### src/hdl/matrix_power_2x2_top_assert.svh
// Assertion macros for the 2x2 matrix power block.
`ifndef MATRIX_POWER_2X2_TOP_ASSERT_SVH
`define MATRIX_POWER_2X2_TOP_ASSERT_SVH

// Consequent must hold in the same cycle as the antecedent.
`define MP2_ASSERT_SAME(label, ante, cons, msg) \
   label: assert property (@(posedge clock) disable iff (reset) (ante) |-> (cons)) \
      else $error(msg);

// Consequent must hold in the cycle after the antecedent.
`define MP2_ASSERT_NEXT(label, ante, cons, msg) \
   label: assert property (@(posedge clock) disable iff (reset) (ante) |=> (cons)) \
      else $error(msg);

`endif

### src/hdl/mp2_pkg.sv
// Shared types and constants for the 2x2 matrix power block.
package mp2_pkg;

   localparam int DATA_W            = 64;
   localparam int HALF_W            = 32;
   localparam int EXP_FIELD_W       = 8;
   localparam int EXPONENT_BITS_DEF = 8;

   // Matrix entry index {row, column}.
   localparam int               ENTRY_W    = 2;
   localparam logic [ENTRY_W-1:0] ENTRY_LAST = 2'd3;

   // Partial product codes of one 64x64 low product.
   localparam int              PART_W    = 2;
   localparam logic [PART_W-1:0] PART_LO   = 2'd0;  // a_lo * b_lo
   localparam logic [PART_W-1:0] PART_HI_B = 2'd1;  // a_lo * b_hi, shifted up
   localparam logic [PART_W-1:0] PART_HI_A = 2'd2;  // a_hi * b_lo, shifted up

   // Control word for the multiply-accumulate unit.
   typedef struct packed {
      logic               valid;
      logic               clear;
      logic               high;
      logic               last;
      logic [ENTRY_W-1:0] tag;
   } mac_ctl_type;

   // Status word back from the multiply-accumulate unit.
   typedef struct packed {
      logic               done;
      logic [ENTRY_W-1:0] tag;
   } mac_sts_type;

endpackage

### src/hdl/mp2_req_if.sv
// Request channel carrying the base matrix and the exponent.
interface mp2_req_if;
   logic                                valid;
   logic                                ready;
   logic signed [mp2_pkg::DATA_W-1:0]   base_00;
   logic signed [mp2_pkg::DATA_W-1:0]   base_01;
   logic signed [mp2_pkg::DATA_W-1:0]   base_10;
   logic signed [mp2_pkg::DATA_W-1:0]   base_11;
   logic [mp2_pkg::EXP_FIELD_W-1:0]     exponent;

   modport source (output valid, base_00, base_01, base_10, base_11, exponent,
                   input ready);
   modport sink (input valid, base_00, base_01, base_10, base_11, exponent,
                 output ready);
endinterface

### src/hdl/mp2_rsp_if.sv
// Response channel carrying the powered matrix.
interface mp2_rsp_if;
   logic                              valid;
   logic                              ready;
   logic signed [mp2_pkg::DATA_W-1:0] power_00;
   logic signed [mp2_pkg::DATA_W-1:0] power_01;
   logic signed [mp2_pkg::DATA_W-1:0] power_10;
   logic signed [mp2_pkg::DATA_W-1:0] power_11;

   modport source (output valid, power_00, power_01, power_10, power_11,
                   input ready);
   modport sink (input valid, power_00, power_01, power_10, power_11,
                 output ready);
endinterface

### src/hdl/mp2_mac.sv
// Shared 32x32 multiplier with a 64-bit wrapping accumulator.
module mp2_mac (
   input  logic                            clock,
   input  logic                            reset,
   input  mp2_pkg::mac_ctl_type            ctl,
   input  logic [mp2_pkg::HALF_W-1:0]      opa,
   input  logic [mp2_pkg::HALF_W-1:0]      opb,
   output mp2_pkg::mac_sts_type            sts,
   output logic [mp2_pkg::DATA_W-1:0]      sum
);

   mp2_pkg::mac_ctl_type            ctl_ff;
   mp2_pkg::mac_sts_type            sts_ff, sts_in;
   logic [mp2_pkg::DATA_W-1:0]      prod_ff, prod_in;
   logic [mp2_pkg::DATA_W-1:0]      sum_ff, sum_in;
   logic [mp2_pkg::DATA_W-1:0]      shifted;
   logic [mp2_pkg::DATA_W-1:0]      addend;

   // Stage one: one unsigned 32x32 partial product.
   assign prod_in = mp2_pkg::DATA_W'(opa) * mp2_pkg::DATA_W'(opb);

   // Stage two: align the partial product and add it into the running sum.
   always_comb begin
      shifted = ctl_ff.high ? {prod_ff[mp2_pkg::HALF_W-1:0], {mp2_pkg::HALF_W{1'b0}}}
                            : prod_ff;
      addend  = ctl_ff.clear ? '0 : sum_ff;
      sum_in  = ctl_ff.valid ? addend + shifted : sum_ff;
      sts_in.done = ctl_ff.valid & ctl_ff.last;
      sts_in.tag  = ctl_ff.tag;
   end

   always_ff @(posedge clock) begin
      if (reset) begin
         ctl_ff <= '0;
         sts_ff <= '0;
      end else begin
         ctl_ff <= ctl;
         sts_ff <= sts_in;
      end
   end

   always_ff @(posedge clock) begin
      prod_ff <= prod_in;
      sum_ff  <= sum_in;
   end

   assign sts = sts_ff;
   assign sum = sum_ff;

endmodule

### src/hdl/mp2_ctrl.sv
// Sequencer and matrix registers that drive the shared multiply-accumulate unit.
module mp2_ctrl #(
   parameter int EXPONENT_BITS = mp2_pkg::EXPONENT_BITS_DEF
) (
   input  logic                        clock,
   input  logic                        reset,
   mp2_req_if.sink                     req_ch,
   mp2_rsp_if.source                   rsp_ch,
   output mp2_pkg::mac_ctl_type        mac_ctl,
   output logic [mp2_pkg::HALF_W-1:0]  mac_opa,
   output logic [mp2_pkg::HALF_W-1:0]  mac_opb,
   input  mp2_pkg::mac_sts_type        mac_sts,
   input  logic [mp2_pkg::DATA_W-1:0]  mac_sum
);

   localparam int BIT_IDX_W = (EXPONENT_BITS > 1) ? $clog2(EXPONENT_BITS) : 1;
   localparam logic [BIT_IDX_W-1:0] BIT_TOP = BIT_IDX_W'(EXPONENT_BITS - 1);

   localparam int         ST_W      = 3;
   localparam logic [2:0] ST_IDLE   = 3'd0;
   localparam logic [2:0] ST_DECIDE = 3'd1;
   localparam logic [2:0] ST_ISSUE  = 3'd2;
   localparam logic [2:0] ST_DRAIN  = 3'd3;
   localparam logic [2:0] ST_COPY   = 3'd4;
   localparam logic [2:0] ST_OUT    = 3'd5;

   localparam int DW = mp2_pkg::DATA_W;
   localparam int HW = mp2_pkg::HALF_W;

   // Control registers.
   logic [ST_W-1:0]                 state_ff, state_in;
   logic [BIT_IDX_W-1:0]            bit_ff, bit_in;
   logic                            seen_ff, seen_in;
   logic                            op_mul_ff, op_mul_in;
   logic [mp2_pkg::ENTRY_W-1:0]     entry_ff, entry_in;
   logic                            term_ff, term_in;
   logic [mp2_pkg::PART_W-1:0]      part_ff, part_in;

   // Payload registers.
   logic [EXPONENT_BITS-1:0]        expo_ff;
   logic [DW-1:0] base_00_ff, base_01_ff, base_10_ff, base_11_ff;
   logic [DW-1:0] acc_00_ff, acc_01_ff, acc_10_ff, acc_11_ff;
   logic [DW-1:0] acc_00_in, acc_01_in, acc_10_in, acc_11_in;
   logic [DW-1:0] res_00_ff, res_01_ff, res_10_ff, res_11_ff;

   logic          accept;
   logic          cur_bit;
   logic [DW-1:0] a_word;
   logic [DW-1:0] b_word;

   // Picks one entry of a matrix by its {row, column} index.
   function automatic logic [DW-1:0] pick(input logic [DW-1:0] m00,
                                          input logic [DW-1:0] m01,
                                          input logic [DW-1:0] m10,
                                          input logic [DW-1:0] m11,
                                          input logic [1:0]    idx);
      logic [DW-1:0] r;
      case (idx)
         2'd0:    r = m00;
         2'd1:    r = m01;
         2'd2:    r = m10;
         default: r = m11;
      endcase
      return r;
   endfunction

   assign accept  = req_ch.valid && req_ch.ready;
   assign cur_bit = expo_ff[bit_ff];

   // Operand selection: left factor is always the running product, right
   // factor is either the running product (square) or the base.
   always_comb begin
      a_word = pick(acc_00_ff, acc_01_ff, acc_10_ff, acc_11_ff, {entry_ff[1], term_ff});
      if (op_mul_ff) begin
         b_word = pick(base_00_ff, base_01_ff, base_10_ff, base_11_ff,
                       {term_ff, entry_ff[0]});
      end else begin
         b_word = pick(acc_00_ff, acc_01_ff, acc_10_ff, acc_11_ff, {term_ff, entry_ff[0]});
      end
      mac_opa = (part_ff == mp2_pkg::PART_HI_A) ? a_word[DW-1:HW] : a_word[HW-1:0];
      mac_opb = (part_ff == mp2_pkg::PART_HI_B) ? b_word[DW-1:HW] : b_word[HW-1:0];
      mac_ctl.valid = (state_ff == ST_ISSUE);
      mac_ctl.clear = !term_ff && (part_ff == mp2_pkg::PART_LO);
      mac_ctl.high  = (part_ff != mp2_pkg::PART_LO);
      mac_ctl.last  = term_ff && (part_ff == mp2_pkg::PART_HI_A);
      mac_ctl.tag   = entry_ff;
   end

   // Sequencer: scans exponent bits from the top, squaring and multiplying.
   always_comb begin
      state_in  = state_ff;
      bit_in    = bit_ff;
      seen_in   = seen_ff;
      op_mul_in = op_mul_ff;
      entry_in  = entry_ff;
      term_in   = term_ff;
      part_in   = part_ff;
      acc_00_in = acc_00_ff;
      acc_01_in = acc_01_ff;
      acc_10_in = acc_10_ff;
      acc_11_in = acc_11_ff;

      unique case (state_ff)
         ST_IDLE: begin
            if (accept) begin
               bit_in    = BIT_TOP;
               seen_in   = 1'b0;
               op_mul_in = 1'b0;
               entry_in  = '0;
               term_in   = 1'b0;
               part_in   = mp2_pkg::PART_LO;
               acc_00_in = DW'(1);
               acc_01_in = '0;
               acc_10_in = '0;
               acc_11_in = DW'(1);
               state_in  = ST_DECIDE;
            end
         end
         ST_DECIDE: begin
            if (seen_ff) begin
               op_mul_in = 1'b0;
               state_in  = ST_ISSUE;
            end else begin
               // Until the first one bit the product is the identity, so
               // squaring is skipped and the first multiply is a copy.
               if (cur_bit) begin
                  seen_in   = 1'b1;
                  acc_00_in = base_00_ff;
                  acc_01_in = base_01_ff;
                  acc_10_in = base_10_ff;
                  acc_11_in = base_11_ff;
               end
               if (bit_ff == '0) begin
                  state_in = ST_OUT;
               end else begin
                  bit_in = bit_ff - 1'b1;
               end
            end
         end
         ST_ISSUE: begin
            if (part_ff == mp2_pkg::PART_HI_A) begin
               part_in = mp2_pkg::PART_LO;
               term_in = !term_ff;
               if (term_ff) begin
                  entry_in = entry_ff + 1'b1;
                  if (entry_ff == mp2_pkg::ENTRY_LAST) begin
                     state_in = ST_DRAIN;
                  end
               end
            end else begin
               part_in = part_ff + 1'b1;
            end
         end
         ST_DRAIN: begin
            if (mac_sts.done && (mac_sts.tag == mp2_pkg::ENTRY_LAST)) begin
               state_in = ST_COPY;
            end
         end
         ST_COPY: begin
            acc_00_in = res_00_ff;
            acc_01_in = res_01_ff;
            acc_10_in = res_10_ff;
            acc_11_in = res_11_ff;
            if (!op_mul_ff && cur_bit) begin
               op_mul_in = 1'b1;
               state_in  = ST_ISSUE;
            end else if (bit_ff == '0) begin
               state_in = ST_OUT;
            end else begin
               bit_in   = bit_ff - 1'b1;
               state_in = ST_DECIDE;
            end
         end
         ST_OUT: begin
            if (rsp_ch.ready) begin
               state_in = ST_IDLE;
            end
         end
         default: begin
            state_in = ST_IDLE;
         end
      endcase
   end

   // Control state.
   always_ff @(posedge clock) begin
      if (reset) begin
         state_ff  <= ST_IDLE;
         bit_ff    <= '0;
         seen_ff   <= 1'b0;
         op_mul_ff <= 1'b0;
         entry_ff  <= '0;
         term_ff   <= 1'b0;
         part_ff   <= mp2_pkg::PART_LO;
      end else begin
         state_ff  <= state_in;
         bit_ff    <= bit_in;
         seen_ff   <= seen_in;
         op_mul_ff <= op_mul_in;
         entry_ff  <= entry_in;
         term_ff   <= term_in;
         part_ff   <= part_in;
      end
   end

   // Matrix and exponent storage.
   always_ff @(posedge clock) begin
      acc_00_ff <= acc_00_in;
      acc_01_ff <= acc_01_in;
      acc_10_ff <= acc_10_in;
      acc_11_ff <= acc_11_in;
      if (accept) begin
         expo_ff    <= EXPONENT_BITS'(req_ch.exponent);
         base_00_ff <= req_ch.base_00;
         base_01_ff <= req_ch.base_01;
         base_10_ff <= req_ch.base_10;
         base_11_ff <= req_ch.base_11;
      end
      if (mac_sts.done) begin
         case (mac_sts.tag)
            2'd0:    res_00_ff <= mac_sum;
            2'd1:    res_01_ff <= mac_sum;
            2'd2:    res_10_ff <= mac_sum;
            default: res_11_ff <= mac_sum;
         endcase
      end
   end

   // Channel outputs.
   assign req_ch.ready    = (state_ff == ST_IDLE);
   assign rsp_ch.valid    = (state_ff == ST_OUT);
   assign rsp_ch.power_00 = acc_00_ff;
   assign rsp_ch.power_01 = acc_01_ff;
   assign rsp_ch.power_10 = acc_10_ff;
   assign rsp_ch.power_11 = acc_11_ff;

endmodule

### src/hdl/matrix_power_2x2_top.sv
// Top level of the 2x2 matrix power block.
//
// Usage: the request channel carries a 2x2 matrix of signed 64-bit entries
// and an 8-bit exponent; the response channel returns the matrix raised to
// that power, every entry wrapped to 64 bits. Exponent zero gives identity.
// Only the low EXPONENT_BITS bits of the exponent are used.
// One word is in flight at a time: ready drops after a request is taken and
// returns in the cycle after the response word is taken.
// Every matrix product is eight 64-bit products, each built from three
// passes through one shared 32x32 multiplier; after the issue passes the
// multiplier drains and one copy step loads the result into the product.
// With L the position of the highest set exponent bit plus one and P the
// number of set bits, the block runs L-1 squares and P-1 multiplies, plus one
// decision step per exponent bit. The response holds, unchanged, for as
// long as the receiver stalls.
// Synchronous reset returns the block to idle and drops any work under way.
module matrix_power_2x2_top #(
   parameter int EXPONENT_BITS = mp2_pkg::EXPONENT_BITS_DEF
) (
   input logic        clock,
   input logic        reset,
   mp2_req_if.sink    req_ch,
   mp2_rsp_if.source  rsp_ch
);

   `include "matrix_power_2x2_top_assert.svh"

   mp2_pkg::mac_ctl_type            mac_ctl;
   mp2_pkg::mac_sts_type            mac_sts;
   logic [mp2_pkg::HALF_W-1:0]      mac_opa;
   logic [mp2_pkg::HALF_W-1:0]      mac_opb;
   logic [mp2_pkg::DATA_W-1:0]      mac_sum;

   // Sequencer with the matrix registers.
   mp2_ctrl #(
      .EXPONENT_BITS (EXPONENT_BITS)
   ) u_ctrl (
      .clock   (clock),
      .reset   (reset),
      .req_ch  (req_ch),
      .rsp_ch  (rsp_ch),
      .mac_ctl (mac_ctl),
      .mac_opa (mac_opa),
      .mac_opb (mac_opb),
      .mac_sts (mac_sts),
      .mac_sum (mac_sum)
   );

   // Shared multiply-accumulate unit.
   mp2_mac u_mac (
      .clock (clock),
      .reset (reset),
      .ctl   (mac_ctl),
      .opa   (mac_opa),
      .opb   (mac_opb),
      .sts   (mac_sts),
      .sum   (mac_sum)
   );

   // The block never offers to take a word while a response is pending.
   `MP2_ASSERT_SAME(a_ready_vs_result, req_ch.ready, !rsp_ch.valid, "ready with result pending")

   // A taken request makes the block busy on the next cycle.
   `MP2_ASSERT_NEXT(a_busy_after_req, req_ch.valid && req_ch.ready, !req_ch.ready, "not busy")

   // A taken response returns the block to idle on the next cycle.
   `MP2_ASSERT_NEXT(a_idle_after_rsp, rsp_ch.valid && rsp_ch.ready,
                    req_ch.ready && !rsp_ch.valid, "not idle after response")

endmodule
### src/flat_wrapper.sv
// flat-port wrapper written by rule: the top's interface ports become plain ports
module matrix_power_2x2_top_flat 
#(
   parameter int EXPONENT_BITS = mp2_pkg::EXPONENT_BITS_DEF
)
  (clock, reset, req_ch_valid, req_ch_base_00, req_ch_base_01, req_ch_base_10, req_ch_base_11, req_ch_exponent, req_ch_ready, rsp_ch_valid, rsp_ch_power_00, rsp_ch_power_01, rsp_ch_power_10, rsp_ch_power_11, rsp_ch_ready);
  mp2_req_if req_ch_i ();
  mp2_rsp_if rsp_ch_i ();
  input logic clock;
  input logic reset;
  input wire logic [$bits(req_ch_i.valid)-1:0] req_ch_valid;
  input wire logic [$bits(req_ch_i.base_00)-1:0] req_ch_base_00;
  input wire logic [$bits(req_ch_i.base_01)-1:0] req_ch_base_01;
  input wire logic [$bits(req_ch_i.base_10)-1:0] req_ch_base_10;
  input wire logic [$bits(req_ch_i.base_11)-1:0] req_ch_base_11;
  input wire logic [$bits(req_ch_i.exponent)-1:0] req_ch_exponent;
  output wire logic [$bits(req_ch_i.ready)-1:0] req_ch_ready;
  output wire logic [$bits(rsp_ch_i.valid)-1:0] rsp_ch_valid;
  output wire logic [$bits(rsp_ch_i.power_00)-1:0] rsp_ch_power_00;
  output wire logic [$bits(rsp_ch_i.power_01)-1:0] rsp_ch_power_01;
  output wire logic [$bits(rsp_ch_i.power_10)-1:0] rsp_ch_power_10;
  output wire logic [$bits(rsp_ch_i.power_11)-1:0] rsp_ch_power_11;
  input wire logic [$bits(rsp_ch_i.ready)-1:0] rsp_ch_ready;
  assign req_ch_i.valid = req_ch_valid;
  assign req_ch_i.base_00 = req_ch_base_00;
  assign req_ch_i.base_01 = req_ch_base_01;
  assign req_ch_i.base_10 = req_ch_base_10;
  assign req_ch_i.base_11 = req_ch_base_11;
  assign req_ch_i.exponent = req_ch_exponent;
  assign req_ch_ready = req_ch_i.ready;
  assign rsp_ch_valid = rsp_ch_i.valid;
  assign rsp_ch_power_00 = rsp_ch_i.power_00;
  assign rsp_ch_power_01 = rsp_ch_i.power_01;
  assign rsp_ch_power_10 = rsp_ch_i.power_10;
  assign rsp_ch_power_11 = rsp_ch_i.power_11;
  assign rsp_ch_i.ready = rsp_ch_ready;
  matrix_power_2x2_top #(.EXPONENT_BITS(EXPONENT_BITS)) u_core (.clock(clock), .reset(reset), .req_ch(req_ch_i), .rsp_ch(rsp_ch_i));
endmodule
### config.mk
export PLATFORM = sky130hd
export DESIGN_NAME = matrix_power_2x2_top_flat
export DESIGN_NICKNAME = d
export VERILOG_FILES = /design/src/hdl/mp2_pkg.sv /design/src/hdl/mp2_req_if.sv /design/src/hdl/mp2_rsp_if.sv /design/src/hdl/mp2_mac.sv /design/src/hdl/mp2_ctrl.sv /design/src/hdl/matrix_power_2x2_top.sv /design/src/flat_wrapper.sv
export VERILOG_INCLUDE_DIRS = /design/src /design/src/hdl
export SDC_FILE = /design/constraint.sdc
export NUM_CORES = 2
export LEC_CHECK = 0
export BUFFER_PORTS_ARGS = -buffer_cell sky130_fd_sc_hd__buf_2
export CORE_MARGIN = 4
export CORE_UTILIZATION = 43
export DETAILED_ROUTE_END_ITERATION = 7
export PLACE_DENSITY = 0.66
export SYNTH_ARGS = -nofsm -noshare
export SYNTH_HDL_FRONTEND = slang
export SYNTH_HIERARCHICAL = 1
export SYNTH_SLANG_ARGS = --single-unit
### constraint.sdc
create_clock -name clock -period 18 [get_ports clock]
set_input_delay 0 -clock clock [delete_from_list [all_inputs] [get_ports clock]]
set_output_delay 0 -clock clock [all_outputs]
set_load 0.01 [all_outputs]
==> metrics <==
status completed; drt initial violations 4868; Final Cycle Share 61.8%; CTS tree done; Hold Fails Final Rpt 0; clock skew 0.0528 ns; total negative slack 0 ns; DR DRC count 0; largest net degree at the start of global routing 110; CP most frequent cell fa_1; Worst setup SP type flop; top cells by area, synth edfxtp_1 34%, fa_1 24%, ha_1 5.5%; Slew @ Worst Pin 1.18 ns; initial antenna violation count 31; CTS Buf Count 94; FF+latch count, synth 926; vias post-DR 53900; CP Class flop to flop; Yosys top cell area share 33.6%; number of max-cap violations 0; clk slew on worst S/H paths 0.07 ns; share of layout cells above drive strength 1 14.8%; minimum clock period after layout 11.12 ns; fmax 0.0899 GHz; Post-synth EDFFs 840; IO Port Bufs 525; Mapped Nets 7895; # nets final 8455; post-synthesis cell count 6401; Avg WL per Cell 26.4 um; CORE AREA 174000 um2; Area growth syn-to-layout 14.2%; H-tree depth 3; count leader, synth inv_1; register area 27000 um2; DIE HEIGHT 426 um; Worst Hold Class input port to flop; CTS Root Cell clkbuf_16; Critical Path RT 18.53 ns; final wirelength 248000 um; slowest library cell on the worst path buf_4; post-CTS setup buffers 0; FILL cells 15300; ANT nets after route 0; commonest register cell after synthesis edfxtp_1; arrival time worst endpoint 11.66 ns; DP Area 79700 um2; post-synth cell types 91; area of the multi-input gates 43300 um2; drt first pass iters 6; Slowest Stage Delay on Critical Path 0.82 ns; Finished Cell Area 85800 um2; Worst-Skew Late Latency 0.69 ns; sequential area share after synthesis 35.8%; syn_area_per_cell 11.7 um2; IO Count 526; Initial Util 43.3%; HPWL Detailed 184000 um; die area 182000 um2; GPL Wtd Cong 0.963; vias in the first global route 56100; post-synthesis async set-or-reset flop share 0%; die span in x 426 um; CTS max path bufs 3; Worst Setup End Kind flop; RSZ-0062 raised after global routing no; first-pass GRT wire length 368000 um; Yosys warning count 6; Post-synth top cells 905 x inv_1, 897 x fa_1, 840 x edfxtp_1; total track usage 27.2%; dominant cell type by area after synthesis edfxtp_1; Final Setup Violations 0; std cell rows 153; fin. max-slew vios 0; Mapped Area 75200 um2; vias per cell 5.74; peak fanout along the critical path 64; Rel. slew slack 21.4%; # clock sinks 926; grt ovf 0
-- timing repair --
item,in CTS,in global routing
endpoints found under the hold margin,286,0
hold buffers,272,0
gates resized for setup,0,0
-- worst max-delay path, delay by kind of cell (launching register included) --
kind,cells,cell delay (ns)
flip-flops,1,0.72
AND/OR/NAND/NOR,5,1.09
adder cells (fa/ha/maj),9,4.46
AO/OA/AOI/OAI,8,2.17
XOR/XNOR,1,0.15
buffers and inverters,8,2.23
-- sequential cells by signal, indices dropped and copies added, names as in the netlist, 6 cells and up --
signal	cells
u_core/u_mac/prod_ff	64
u_core/u_ctrl/rsp_ch.power_11	64
u_core/u_mac/ctl_ff	6
u_core/u_ctrl/base_11_ff	64
u_core/u_ctrl/base_01_ff	64
u_core/u_ctrl/base_10_ff	64
u_core/u_ctrl/res_11_ff	64
u_core/u_ctrl/expo_ff	8
u_core/u_ctrl/rsp_ch.power_01	64
u_core/u_ctrl/res_10_ff	64
u_core/u_mac/sum	64
u_core/u_ctrl/base_00_ff	64
u_core/u_ctrl/rsp_ch.power_10	64
u_core/u_ctrl/res_01_ff	64
u_core/u_ctrl/rsp_ch.power_00	64
u_core/u_ctrl/res_00_ff	64
-- worst paths after layout --
check	start	to	slack [ns]	cells after the start
setup / recovery	u_core/u_ctrl/term_ff	u_core/u_mac/prod_ff[61]	6.88	31
hold / removal	req_ch_base_11[28]	u_core/u_ctrl/base_11_ff[28]	0.02	2
setup reg to reg	u_core/u_ctrl/term_ff	u_core/u_mac/prod_ff[61]	6.88	31
hold reg to reg	u_core/u_mac/ctl_ff[2]	u_core/u_mac/sts[2]	0.44	2
-- layout by cell type, fill, tap and decap left out, types with 185 or more instances in the layout --
cell and count:
a21oi_1 185, a22o_1 255, and2_1 627, buf_2 525
dlygate4sd3_1 272, edfxtp_1 840, fa_1 897, ha_1 329
inv_1 905, nand2_1 575
-- cell families after synthesis --
logic type | after synthesis | synth area share (%)
AOI/OAI and AO/OA | 879 | 8.48
xor gates and xnor gates | 113 | 1.32
adders and majority gates | 1226 | 29.4
buffers and inverters | 1305 | 6.79
DFF | 926 | 35.8
muxes | 280 | 6.59
and+or+nand+nor | 1672 | 11.6
-- layout make-up --
cell class                 instances  share of cell area, %
antenna                           24                 0.0700
multi-input combinational       4170                   50.5
timing repair buffer             862                   6.82
clock inverter                    66                  0.952
tap                             2325                   3.39
inverter                         907                   3.97
sequential                       926                   31.4
clock buffer                     109                   2.93
-- per-stage QoR --
| stage | hold slack [ns] | cells | setup WS, ns | util [%] |
|---|---|---|---|---|
| global route | 0.00584 | 9384 | 6.33 | 49.4 |
| global placement | 0.177 | 8918 | 7.23 | 45.9 |
| CTS | 0.000928 | 9365 | 6.99 | 49.3 |
| finish | 0.0184 | 9389 | 6.88 | 49.4 |
| floorplan | 0.0715 | 6401 | 3.49 | - |
| detailed placement | 0.178 | 8918 | 7.04 | 45.9 |
-- metal layers --
metal	vias up	track usage, %	wire length (um)
met5	-	0	24
met3	632	5.21	21300
met1	27700	34.5	93900
met2	2875	44.5	118000
met4	4	14.0	14800
li1	22700	-	-
Power is left out: the tool's default activity adds up to more than one toggle a clock period on the data nets, which glitch-free logic cannot reach.
